**src/odr_pkg.sv**
```systemverilog
// shared types, constants and helper functions of the occluder box depth raster
`default_nettype none

package odr_pkg;

    // fixed field widths
    localparam int Q_W        = 32;
    localparam int PIX_W      = 7;
    localparam int DIM_W      = 11;
    localparam int MUL_W      = 33;
    localparam int PROD_W     = 66;
    localparam int ACC_W      = 50;
    localparam int DIV_N_W    = 48;
    localparam int DIV_CNT_W  = 6;
    localparam int CFG_IDX_W  = 4;
    localparam int CFG_DATA_W = 8;

    localparam logic signed [Q_W-1:0] Q_ONE = 32'sh0001_0000;
    localparam logic signed [Q_W-1:0] Q_MAX = 32'sh7FFF_FFFF;
    localparam logic signed [Q_W-1:0] Q_MIN = 32'sh8000_0000;

    // register indexes of the configuration port
    localparam logic [CFG_IDX_W-1:0] REG_SCREEN_WIDTH  = 4'd0;
    localparam logic [CFG_IDX_W-1:0] REG_SCREEN_HEIGHT = 4'd1;

    typedef enum logic [1:0] {
        CMD_LOAD   = 2'd0,
        CMD_RASTER = 2'd1,
        CMD_CLEAR  = 2'd2,
        CMD_READ   = 2'd3
    } odr_cmd_t;

    typedef enum logic [4:0] {
        ST_IDLE,
        ST_CLEAR,
        ST_MAT_MUL,
        ST_MAT_ACC,
        ST_CORNER,
        ST_DIV_GO,
        ST_DIV_WAIT,
        ST_MAP_MUL,
        ST_MAP_ACC,
        ST_MERGE,
        ST_RECT,
        ST_BASE_MUL,
        ST_BASE_ACC,
        ST_WALK_RD,
        ST_WALK_WR,
        ST_READ_MUL,
        ST_READ_ADDR,
        ST_READ_DATA,
        ST_DONE
    } odr_state_t;

    typedef struct packed {
        logic signed [Q_W-1:0]   depth_read;
        logic                    drawn;
        logic [PIX_W-1:0]        rect_left;
        logic [PIX_W-1:0]        rect_top;
        logic [PIX_W-1:0]        rect_right;
        logic [PIX_W-1:0]        rect_bottom;
        logic signed [Q_W-1:0]   box_depth;
    } odr_res_t;

    // divider handshake
    typedef struct packed {
        logic start;
        logic done;
    } odr_div_ctl_t;

    // saturate a wide product to Q16.16
    function automatic logic signed [Q_W-1:0] sat_prod(input logic signed [PROD_W-1:0] v);
        logic [PROD_W-Q_W:0] hi;
        hi = v[PROD_W-1:Q_W-1];
        if (hi == '0 || hi == '1)
            return v[Q_W-1:0];
        else if (v[PROD_W-1])
            return Q_MIN;
        else
            return Q_MAX;
    endfunction

    // saturate the dot product sum to Q16.16
    function automatic logic signed [Q_W-1:0] sat_acc(input logic signed [ACC_W-1:0] v);
        logic [ACC_W-Q_W:0] hi;
        hi = v[ACC_W-1:Q_W-1];
        if (hi == '0 || hi == '1)
            return v[Q_W-1:0];
        else if (v[ACC_W-1])
            return Q_MIN;
        else
            return Q_MAX;
    endfunction

endpackage

`default_nettype wire

```
**src/odr_mul.sv**
```systemverilog
// shared signed multiplier with registered product
`default_nettype none

module odr_mul (
    input  wire logic                               clk,
    input  wire logic signed [odr_pkg::MUL_W-1:0]   a,
    input  wire logic signed [odr_pkg::MUL_W-1:0]   b,
    output logic signed [odr_pkg::PROD_W-1:0]       prod_reg
);
    import odr_pkg::*;

    // one product per cycle
    always_ff @(posedge clk)
    begin
        prod_reg <= a * b;
    end

endmodule

`default_nettype wire

```
**config.mk**
```make
export PLATFORM = sky130hd
export DESIGN_NAME = odr_mul
export DESIGN_NICKNAME = d
export VERILOG_FILES = /design/src/odr_pkg.sv /design/src/odr_mul.sv
export SDC_FILE = /design/constraint.sdc
export NUM_CORES = 2
export LEC_CHECK = 0
export ABC_AREA = 1
export BUFFER_PORTS_ARGS = -buffer_cell sky130_fd_sc_hd__buf_2
export CAP_MARGIN = 40
export CORE_ASPECT_RATIO = 0.7
export CORE_UTILIZATION = 50
export DETAILED_ROUTE_END_ITERATION = 6
export PLACE_DENSITY = 0.66
export SLEW_MARGIN = 25
export SYNTH_ARGS = -nofsm -noshare
export SYNTH_HDL_FRONTEND = slang
export SYNTH_SLANG_ARGS = --single-unit
export TNS_END_PERCENT = 20
```
**constraint.sdc**
```tcl
create_clock -name clk -period 16.2 [get_ports clk]
set_input_delay 1.62 -clock clk [delete_from_list [all_inputs] [get_ports clk]]
set_output_delay 1.62 -clock clk [all_outputs]
set_load 0.005 [all_outputs]
```
==> results.txt <==
----------------------------------------------------
[Status]
  Result of the run ... complete, no violations

[Placement]
  Post-DP HPWL ... 106 mm
  Port bufs ... between 100 and 150
  Final estimated routing congestion in global placement ... 0.955

[Routing]
  Detailed-routed wire length on met3 ... approximately 14 mm
  Length of the first detailed-routing pass in iterations ... 6
  Top layer reached by signal wires ... met5
  Drt wl/cell ... between 15 and 20 um
  Post-DRT Antenna Nets ... 0
  Post-route DRC ... 0
  Average vias per placed instance ... just under 5
  Final routed wirelength across all metal layers ... 125 mm
  DR vias ... between 30000 and 40000
  Met2 wire len ... 54.2 mm
  Iteration-0 DRC Markers ... around 3100
  Wl on met1 ... 54.6 mm

[Synth]
  Most frequently used flop master after synthesis ... sky130_fd_sc_hd__dfxtp_1
  Number of enable-type register cells in the synthesized netlist ... 0
  Seq/Total Area, Yosys ... 3.06%
  Net Count, Synth ... 6972
  Most numerous cell in the Yosys netlist ... sky130_fd_sc_hd__inv_1
  Instance count of the mapped netlist ... 5543
  Top cell type by total area after synthesis ... sky130_fd_sc_hd__fa_1
  Avg Cell Area, Syn ... 7.79 um^2
  Async SR Flop Fraction ... 0%
  Most instantiated cells after synthesis ... sky130_fd_sc_hd__inv_1 (1894), sky130_fd_sc_hd__nand2_1 (1517), sky130_fd_sc_hd__fa_1 (1145)
  Synth top area share ... 53.1%
  Synthesis warning total ... 0
  Distinct cell type count after synthesis ... 35
  Main area contributors after synthesis ... sky130_fd_sc_hd__fa_1 (53%), sky130_fd_sc_hd__inv_1 (16%), sky130_fd_sc_hd__nand2_1 (13%), sky130_fd_sc_hd__ha_1 (6.3%), sky130_fd_sc_hd__dfxtp_1 (3.1%)
  Netlist area before placement ... between 0.04 and 0.05 mm^2
  #FFs+latches synth ... 66

[Timing]
  Count of pins over their slew limit ... 0
  Worst slew pin tran ... 920 ps
  Max Clk Rate ... 110 MHz
  Endpoints failing hold ... 0
  Relative slew slack ... 38.7%
  Post-route fraction of the period consumed by the critical path ... 56.0%
  Unrepaired setup endpoints after global routing ... false
  Count of final setup violators ... 0
  Final sum of negative setup slack ... 0 ps
  Tmin final ... 9060 ps

[Clock tree]
  Hold-fix buffers at CTS ... 0
  Clk sink count ... 66
  Clock transition at the registers of the reported paths ... 60 ps
  Master cell of the clock root buffer ... sky130_fd_sc_hd__clkbuf_16
  H-tree level count ... 3
  CTS tree ... yes
  Post-CTS Setup Bufs ... 0
  Max Root-Sink Buffers ... 2
  Cells resized by post-CTS repair ... 0
  Num CTS Buffers ... 9

[Floorplan]
  Placeable Area ... 0.0849 mm^2
  Die Width ... ~350 um
  Std-Cell Rows ... 89
  Starting Density ... 50.9%
  Area of the die ... a little under 0.09 mm^2
  Top-level port count ... 133
  Height of the die ... 248 um

[Global routing]
  Congestion Overflow GR ... 0
  Antenna violations before repair ... 2
  Maximum number of pins on one net before global-route repair ... 35
  Global Route Usage Sum ... 30.1%
  Via count of the first global-routing pass ... 35500
  Wire length of the first global-routing pass ... 202 mm

[Cells and area]
  Register area ... 0.00132 mm^2
  Final nets ... 6910
  Share of cells above drive strength 1 ... 4.89%
  Layout overhead on the synthesized area ... 5.88%
  Combined area of the multi-input logic cells ... 0.0338 mm^2
  # fillers ... 7972
  Flip-flop count of the largest register, all copies and words added ... 66

[Flow run]
  Max capacitance violation total ... 0

[Critical path]
  Setup crit end kind ... flop
  Delay of the slowest critical-path stage ... 900 ps
  Arrival time at the worst endpoint ... 9290 ps
  Crit-path slowest cell ... sky130_fd_sc_hd__fa_1
  Cells traversed along the worst timing path ... buf_2 > nand2_1 > fa_1 > fa_1 > fa_1 > inv_1 > fa_1 > fa_1 > fa_1 > fa_1 > inv_1 > fa_1 > inv_1 > ha_1 > nand2_1 > nor2_1 > nand3_1 > nor2_1 > o21ai_0 > nand4_1 > nand2_1
  Most prevalent standard cell on the critical path ... sky130_fd_sc_hd__fa_1
  Count of cell instances traversed by the critical path ... 21
  Count of buffering cells on the critical path with inverters included ... 4
  Peak fanout along the critical path ... 33
  Required time worst endpoint ... 16430 ps
  Crit Path Category ... in -> reg
  Delay-heaviest family, CP ... adder cells
  Kind of start point of the critical path ... input port

[Hold path]
  Worst hold path class ... in -> reg
  Cell count of the worst hold path ... 4

----------------------------------------------------
==> cell families after synthesis <==
logic type | share of synthesized area [%]
compound gates | 1.38
simple gates | 16.6
xor+xnor | 0.832
buf+inv | 18.8
fa+ha+maj | 59.4
flops | 3.06
==> layer usage <==
| metal | vias up | GRT usage (%) |
|---|---|---|
| met1 | 16400 | 43.9 |
| li1 | 14900 | - |
| met4 | 4 | 5.18 |
| met3 | 126 | 6.54 |
| met2 | 1541 | 46.6 |
| met5 | - | 0 |
==> stage by stage <==
step	hold slack (ps)	instance area (um^2)	instances	worst slack, ps	util [%]
floorplan	1880	43200	5543	7820	-
global placement	2000	44400	6568	6650	52.3
detailed placement	2000	44900	6588	6700	52.9
CTS	1910	45200	6604	7050	53.3
global route	1940	45700	6623	6750	53.9
finish	1920	45700	6624	7140	53.9
==> path summary, 6_finish.rpt <==
| path | from | endpoint | slack (ps) |
|---|---|---|---|
| setup / recovery | a[32] | prod_reg[57] | 7140 |
| hold / removal | b[0] | prod_reg[0] | 1920 |
==> tightest hold or removal path, stage by stage <==
cell	delay, ps
sky130_fd_sc_hd__buf_2	100
sky130_fd_sc_hd__buf_4	250
sky130_fd_sc_hd__nand2_1	110
sky130_fd_sc_hd__inv_1	80
==> cell type report <==
| class | instances | share of cell area, % |
|---|---|---|
| Antenna cell | 1 | 0.00547 |
| Clock buffer | 9 | 0.493 |
| Clock inverter | 7 | 0.205 |
| Inverter | 1895 | 15.6 |
| Multi-Input combinational cell | 3319 | 73.8 |
| Sequential cell | 66 | 2.89 |
| Tap cell | 1137 | 3.11 |
| Timing Repair Buffer | 190 | 3.89 |
==> layout by cell type (no fill, tap or decap), drive strengths merged, types with 4 or more instances in the layout <==
| cell | netlist | final |
|---|---|---|
| or2 | 6 | 6 |
| nand3 | 78 | 78 |
| clkbuf | 262 | 9 |
| fa | 1145 | 1145 |
| dfxtp | 66 | 66 |
| nor3 | 8 | 8 |
| nor4 | 5 | 5 |
| a21oi | 65 | 65 |
| xnor2 | 4 | 4 |
| buf | 1 | 190 |
| inv | 1895 | 1895 |
| o21ai | 23 | 23 |
| nand4 | 19 | 19 |
| o21bai | 14 | 14 |
| ha | 217 | 217 |
| xor2 | 37 | 37 |
| nand2 | 1534 | 1534 |
| nor2 | 154 | 154 |
Power is left out: the tool's default activity adds up to more than one toggle a clock period on the data nets, which glitch-free logic cannot reach.
