<file path="config.mk">
export PLATFORM = sky130hd
export DESIGN_NAME = odr_div
export DESIGN_NICKNAME = d
export VERILOG_FILES = /design/src/odr_pkg.sv /design/src/odr_div.sv
export SDC_FILE = /design/constraint.sdc
export NUM_CORES = 1
export LEC_CHECK = 0
export ABC_AREA = 1
export ABC_CLOCK_PERIOD_IN_PS = 2950
export BUFFER_PORTS_ARGS = -buffer_cell sky130_fd_sc_hd__buf_2
export CAP_MARGIN = 10
export CORE_UTILIZATION = 55
export CTS_BUF_LIST = sky130_fd_sc_hd__clkbuf_8
export DETAILED_ROUTE_END_ITERATION = 6
export HOLD_SLACK_MARGIN = 0.02
export PLACE_DENSITY = 0.86
export REMOVE_ABC_BUFFERS = 1
export SETUP_SLACK_MARGIN = 0.5
export SYNTH_ARGS = -nofsm -noshare
export SYNTH_HDL_FRONTEND = slang
export SYNTH_SLANG_ARGS = --single-unit
</file>
<file path="constraint.sdc">
create_clock -name clk -period 2.95 [get_ports clk]
set_clock_uncertainty 0.1 [all_clocks]
set_input_delay 0.1475 -clock clk [delete_from_list [all_inputs] [get_ports clk]]
set_output_delay 0.1475 -clock clk [all_outputs]
set_load 0.03 [all_outputs]
</file>
<file path="src/odr_pkg.sv">
// shared types, constants and helper functions of the occluder box depth raster
`default_nettype none

package odr_pkg;

    // fixed field widths
    localparam int Q_W        = 32;
    localparam int PIX_W      = 7;
    localparam int DIM_W      = 11;
    localparam int MUL_W      = 33;
    localparam int PROD_W     = 66;
    localparam int ACC_W      = 50;
    localparam int DIV_N_W    = 48;
    localparam int DIV_CNT_W  = 6;
    localparam int CFG_IDX_W  = 4;
    localparam int CFG_DATA_W = 8;

    localparam logic signed [Q_W-1:0] Q_ONE = 32'sh0001_0000;
    localparam logic signed [Q_W-1:0] Q_MAX = 32'sh7FFF_FFFF;
    localparam logic signed [Q_W-1:0] Q_MIN = 32'sh8000_0000;

    // register indexes of the configuration port
    localparam logic [CFG_IDX_W-1:0] REG_SCREEN_WIDTH  = 4'd0;
    localparam logic [CFG_IDX_W-1:0] REG_SCREEN_HEIGHT = 4'd1;

    typedef enum logic [1:0] {
        CMD_LOAD   = 2'd0,
        CMD_RASTER = 2'd1,
        CMD_CLEAR  = 2'd2,
        CMD_READ   = 2'd3
    } odr_cmd_t;

    typedef enum logic [4:0] {
        ST_IDLE,
        ST_CLEAR,
        ST_MAT_MUL,
        ST_MAT_ACC,
        ST_CORNER,
        ST_DIV_GO,
        ST_DIV_WAIT,
        ST_MAP_MUL,
        ST_MAP_ACC,
        ST_MERGE,
        ST_RECT,
        ST_BASE_MUL,
        ST_BASE_ACC,
        ST_WALK_RD,
        ST_WALK_WR,
        ST_READ_MUL,
        ST_READ_ADDR,
        ST_READ_DATA,
        ST_DONE
    } odr_state_t;

    typedef struct packed {
        logic signed [Q_W-1:0]   depth_read;
        logic                    drawn;
        logic [PIX_W-1:0]        rect_left;
        logic [PIX_W-1:0]        rect_top;
        logic [PIX_W-1:0]        rect_right;
        logic [PIX_W-1:0]        rect_bottom;
        logic signed [Q_W-1:0]   box_depth;
    } odr_res_t;

    // divider handshake
    typedef struct packed {
        logic start;
        logic done;
    } odr_div_ctl_t;

    // saturate a wide product to Q16.16
    function automatic logic signed [Q_W-1:0] sat_prod(input logic signed [PROD_W-1:0] v);
        logic [PROD_W-Q_W:0] hi;
        hi = v[PROD_W-1:Q_W-1];
        if (hi == '0 || hi == '1)
            return v[Q_W-1:0];
        else if (v[PROD_W-1])
            return Q_MIN;
        else
            return Q_MAX;
    endfunction

    // saturate the dot product sum to Q16.16
    function automatic logic signed [Q_W-1:0] sat_acc(input logic signed [ACC_W-1:0] v);
        logic [ACC_W-Q_W:0] hi;
        hi = v[ACC_W-1:Q_W-1];
        if (hi == '0 || hi == '1)
            return v[Q_W-1:0];
        else if (v[ACC_W-1])
            return Q_MIN;
        else
            return Q_MAX;
    endfunction

endpackage

`default_nettype wire

</file>
<file path="src/odr_div.sv">
// iterative divider: saturated (num * 2^16) / den, one quotient bit per cycle
`default_nettype none

module odr_div (
    input  wire logic                            clk,
    input  wire logic                            rst_n,
    input  wire logic                            start,
    input  wire logic signed [odr_pkg::Q_W-1:0]  num,
    input  wire logic signed [odr_pkg::Q_W-1:0]  den,
    output logic                                 done,
    output logic signed [odr_pkg::Q_W-1:0]       quot
);
    import odr_pkg::*;

    logic                    run_reg, run_next;
    logic                    done_reg, done_next;
    logic [DIV_CNT_W-1:0]    cnt_reg, cnt_next;
    logic [Q_W:0]            rem_reg, rem_next;
    logic [DIV_N_W-1:0]      nq_reg, nq_next;
    logic [Q_W-1:0]          den_reg, den_next;
    logic                    neg_reg, neg_next;
    logic [Q_W:0]            rem_sh;
    logic [DIV_N_W-1:0]      nq_neg;
    logic [Q_W-1:0]          num_mag;

    // control and datapath next values
    always_comb
    begin
        run_next  = run_reg;
        done_next = 1'b0;
        cnt_next  = cnt_reg;
        rem_next  = rem_reg;
        nq_next   = nq_reg;
        den_next  = den_reg;
        neg_next  = neg_reg;
        rem_sh    = {rem_reg[Q_W-1:0], nq_reg[DIV_N_W-1]};
        num_mag   = num[Q_W-1] ? (~num + 1'b1) : num;
        if (start)
        begin
            run_next = 1'b1;
            cnt_next = '0;
            rem_next = '0;
            nq_next  = {num_mag, 16'h0000};
            den_next = den[Q_W-1] ? (~den + 1'b1) : den;
            neg_next = num[Q_W-1] ^ den[Q_W-1];
        end
        else if (run_reg)
        begin
            if (rem_sh >= {1'b0, den_reg})
            begin
                rem_next = rem_sh - {1'b0, den_reg};
                nq_next  = {nq_reg[DIV_N_W-2:0], 1'b1};
            end
            else
            begin
                rem_next = rem_sh;
                nq_next  = {nq_reg[DIV_N_W-2:0], 1'b0};
            end
            cnt_next = cnt_reg + 1'b1;
            if (cnt_reg == DIV_CNT_W'(DIV_N_W - 1))
            begin
                run_next  = 1'b0;
                done_next = 1'b1;
            end
        end
    end

    // control registers
    always_ff @(posedge clk or negedge rst_n)
    begin
        if (!rst_n)
        begin
            run_reg  <= 1'b0;
            done_reg <= 1'b0;
            cnt_reg  <= '0;
        end
        else
        begin
            run_reg  <= run_next;
            done_reg <= done_next;
            cnt_reg  <= cnt_next;
        end
    end

    // datapath registers
    always_ff @(posedge clk)
    begin
        rem_reg <= rem_next;
        nq_reg  <= nq_next;
        den_reg <= den_next;
        neg_reg <= neg_next;
    end

    // sign and saturation of the quotient
    always_comb
    begin
        nq_neg = ~nq_reg + 1'b1;
        if (neg_reg)
            quot = (nq_reg > DIV_N_W'(48'h0000_8000_0000)) ? Q_MIN : nq_neg[Q_W-1:0];
        else
            quot = (nq_reg > DIV_N_W'(48'h0000_7FFF_FFFF)) ? Q_MAX : nq_reg[Q_W-1:0];
    end

    assign done = done_reg;

endmodule

`default_nettype wire

</file>
==> metrics.md <==
| Metric | Value |
|---|---|
| Flops & latches, synth | `approximately 120` |
| Leak | `about 6.3 nW` |
| Worst hold path class | `input port to flop` |
| Largest net degree at the start of global routing | `52` |
| Skew-Pair Late Insertion Delay | `470 ps` |
| Design Power | `~5.3 mW` |
| Yosys warning count | `0` |
| Largest family of logic cells by synthesized area | `simple AND/OR/NAND/NOR gates` |
| Core Util, Final | `0.706` |
| Synthesized instance count | `about 1600` |
| Simple-gate share of the synthesized area | `0.360` |
| Post-synth top area share | `0.194` |
| Setup tns final | `0 ps` |
| DRT Pass-1 Iters | `6` |
| Clock-pin slew on the worst setup and hold paths | `roughly 80 ps` |
| Post-route cell area | `around 13000 sq um` |
| Antenna violations before repair | `0` |
| Mapped Avg Cell Area | `6.39 sq um` |
| Reg2reg path depth | `16` |
| Clock share of power | `0.331` |
| RR Startpoint | `den_reg[20]$_DFFE_PP_` |
| Combinational Power Share | `0.293` |
| Most common cell after layout, fill and taps aside | `nand2_1` |
| GPL Wtd Cong | `approximately 0.98` |
| Compound-Gate Fraction of Synth Area | `0.109` |
| Crit. End Element | `output pin` |
| Pwr/cell area | `slightly above 400 nW/um^2` |
| GRT Residual Overflow | `0` |
| P_sw | `between 1.5 and 2 mW` |
| Mux cell area share after synthesis | `0` |
| Post-route minimum period | `approximately 3000 ps` |
| # diodes | `0` |
| CP arrival | `between 2000 and 3000 ps` |
| Most frequent cells in the layout | `nand2_1 (473), inv_1 (251), nor2_1 (108), nand3_1 (108), o21ai_0 (72)` |
| Peak Freq | `approximately 0.34 GHz` |
| Detailed Route WL | `around 35000 microns` |
| Slew Viols, Final | `0` |
| Final hold vios | `0` |
| Initial core utilization | `0.560` |
| Post-synthesis xor/xnor area fraction | `0.0583` |
| Avg WL per Cell | `between 15 and 20 microns` |
| Min-Delay Path Depth | `3` |
| Area contributors post-synth | `edfxtp_1 (19%), nand2_1 (18%), inv_1 (9.8%)` |
| Placement Cell Area | `10800 sq um` |
| Post-Syn Area | `between 10000 and 15000 sq um` |
| Detailed Place HPWL | `about 22000 microns` |
| Final net count | `roughly 1800` |
| Switching share of total power | `0.355` |
| Area leader, netlist | `edfxtp_1` |
| CP Max Fanout | `4` |
| Detailed Route Iter0 Violations | `1492` |
| Final Worst Setup Slack | `between 20 and 25 ps` |
| FF-to-FF setup slack | `470 ps` |
| Die Footprint | `about 19000 sq um` |
| IO Pins | `100` |
| Sinks on Clock Net | `~120` |
| Max reg flops | `48` |
| H-tree depth | `4` |
| Via count | `roughly 12000` |
| Synth cell types | `between 40 and 50` |
| Hold Crit Endpoint | `nq_reg[20]$_DFFE_PP_` |
| Port bufs | `~100` |
| Unrepaired setup endpoints after global routing | `yes` |
| Total CTS buffers | `17` |
| Crit path kind | `flop to output pin` |
| # DRC | `0` |
| Worst-Margin Slew | `about 800 ps` |
| Peak VDD IR | `between 0.0002 and 0.0003 V` |
| EDFF count, synth | `65` |
| Endpoints failing setup | `0` |
| Synth Flop Type | `edfxtp_1` |
| Outcome | `finished, final reports clean` |
| Die Wd | `approximately 140 microns` |
| HP Start | `num[4]` |
| Max-cap viol count | `0` |
| Worst setup SP type | `flop` |
| Gr usage total | `0.344` |
| P&R area growth vs syn | `26.0%` |
| Routed Antenna Nets | `0` |
| Int Pwr | `around 3.4 mW` |
| Worst reg2reg path endpoint | `rem_reg[19]$_SDFFE_PP0P_` |
| Avg Vias per Cell | `6.00` |
| Layout cell share with drive strength beyond 1 | `0.170` |
| Num rows | `49` |
| Max Root-Sink Buffers | `2` |
| Sequential fraction of the synthesis area | `0.309` |
| Core ar. | `approximately 18000 sq um` |
| Adder-cell share of the synthesized area | `0.0467` |
| Critical Path RT | `about 2700 ps` |
| Pre-CTS WS | `340 ps` |
| Slew HR | `0.472` |
| Clk root buf | `clkbuf_8` |
| CTS tree | `done` |
| Vias in the first global route | `10477` |
| Die Y | `approximately 140 microns` |
| Async SR Flop Fraction | `0.0661` |
| Global-route wire length before repair | `about 50000 microns` |
| Period utilization | `0.992` |
| Reg power frac | `0.376` |
## cell type report
| cell class | instances | area, sq um |
|---|---|---|
| flip-flops and latches | 121 | 3110 |
| clock inverters | 14 | 198 |
| well taps | 229 | 287 |
| inverters | 266 | 1000 |
| multi-input cells | 1152 | 6400 |
| repair buffers | 177 | 1440 |
| fillers | 1314 | 5280 |
| clock buffers | 18 | 248 |
## power groups by stage
stage / Combinational (mW) / Clock [mW] / Sequential [mW]
after global placement: 1.11 / 0 / 2.00
after CTS: 1.32 / 1.72 / 1.97
after floorplan: 0.778 / 0 / 1.98
final: 1.55 / 1.74 / 1.98
after detailed placement: 1.12 / 0 / 2.01
after global routing: 1.65 / 1.80 / 1.99
## how the worst max path moves through the flow
stage / from / to / slack, ps / cells past startpoint
floorplan: run_reg$_DFF_PN0_ / nq_reg[16]$_DFFE_PP_ / -600 / 2
global placement: nq_reg[0]$_SDFFE_PP0P_ / quot[28] / 400 / 11
detailed placement: nq_reg[1]$_SDFFE_PP0P_ / quot[25] / 340 / 11
CTS: nq_reg[19]$_DFFE_PP_ / quot[21] / 350 / 11
global route: nq_reg[24]$_DFFE_PP_ / quot[14] / -3 / 11
finish: nq_reg[18]$_DFFE_PP_ / quot[31] / 20 / 12
## through the flow
stage               std cells  hold slack [ps]
finish                   1977             42.8
detailed placement       1875             -103
CTS                      1968             23.2
floorplan                1536             -248
global route             1977             63.7
global placement         1875             -105
## synthesized netlist by cell type (all sizes together), types with 18 or more instances
master,instances
nand2,499
inv,264
nor2,134
o21ai,115
nand3,114
edfxtp,65
dfxtp,48
a21oi,46
xor2,46
nor3,37
ha,36
nand3b,29
clkbuf,24
xnor2,21
o22ai,20
nand4,18
## metal layers
metal,GRT usage,part of all wire,up-vias
met4,0.183,0.059,0
met3,0.0740,0.11,218
met5,0,0,-
met1,0.434,0.38,5303
li1,-,-,5372
met2,0.551,0.45,962
## critical path, stage by stage, from the launching register on
cell and delay (ps):
edfxtp_1 440, buf_4 170, inv_1 150, nand2_1 160
nor3_1 270, nand2_1 140, nor2_2 200, nand2_1 120
nand2_1 90, nand2_1 120, nor2_4 130, nor2_1 40
buf_4 170
## cells by family after synthesis
| family | count (synthesis) |
|---|---|
| AOI/OAI and AO/OA | 201 |
| xor gates and xnor gates | 67 |
| adders and majority gates | 37 |
| and+or+nand+nor | 844 |
| DFF | 121 |
| buffers and inverters | 304 |
## timing repair
action                                 4_1_cts  5_1_grt
gates resized for setup                     95      123
cloned                                       3        2
pin swaps                                    4       15
setup endpoints to repair                   41       78
buffers inserted                            16        7
hold buffers                                42        0
endpoints found under the hold margin       49        0
Note: power is estimated with default switching activity, not from simulation.
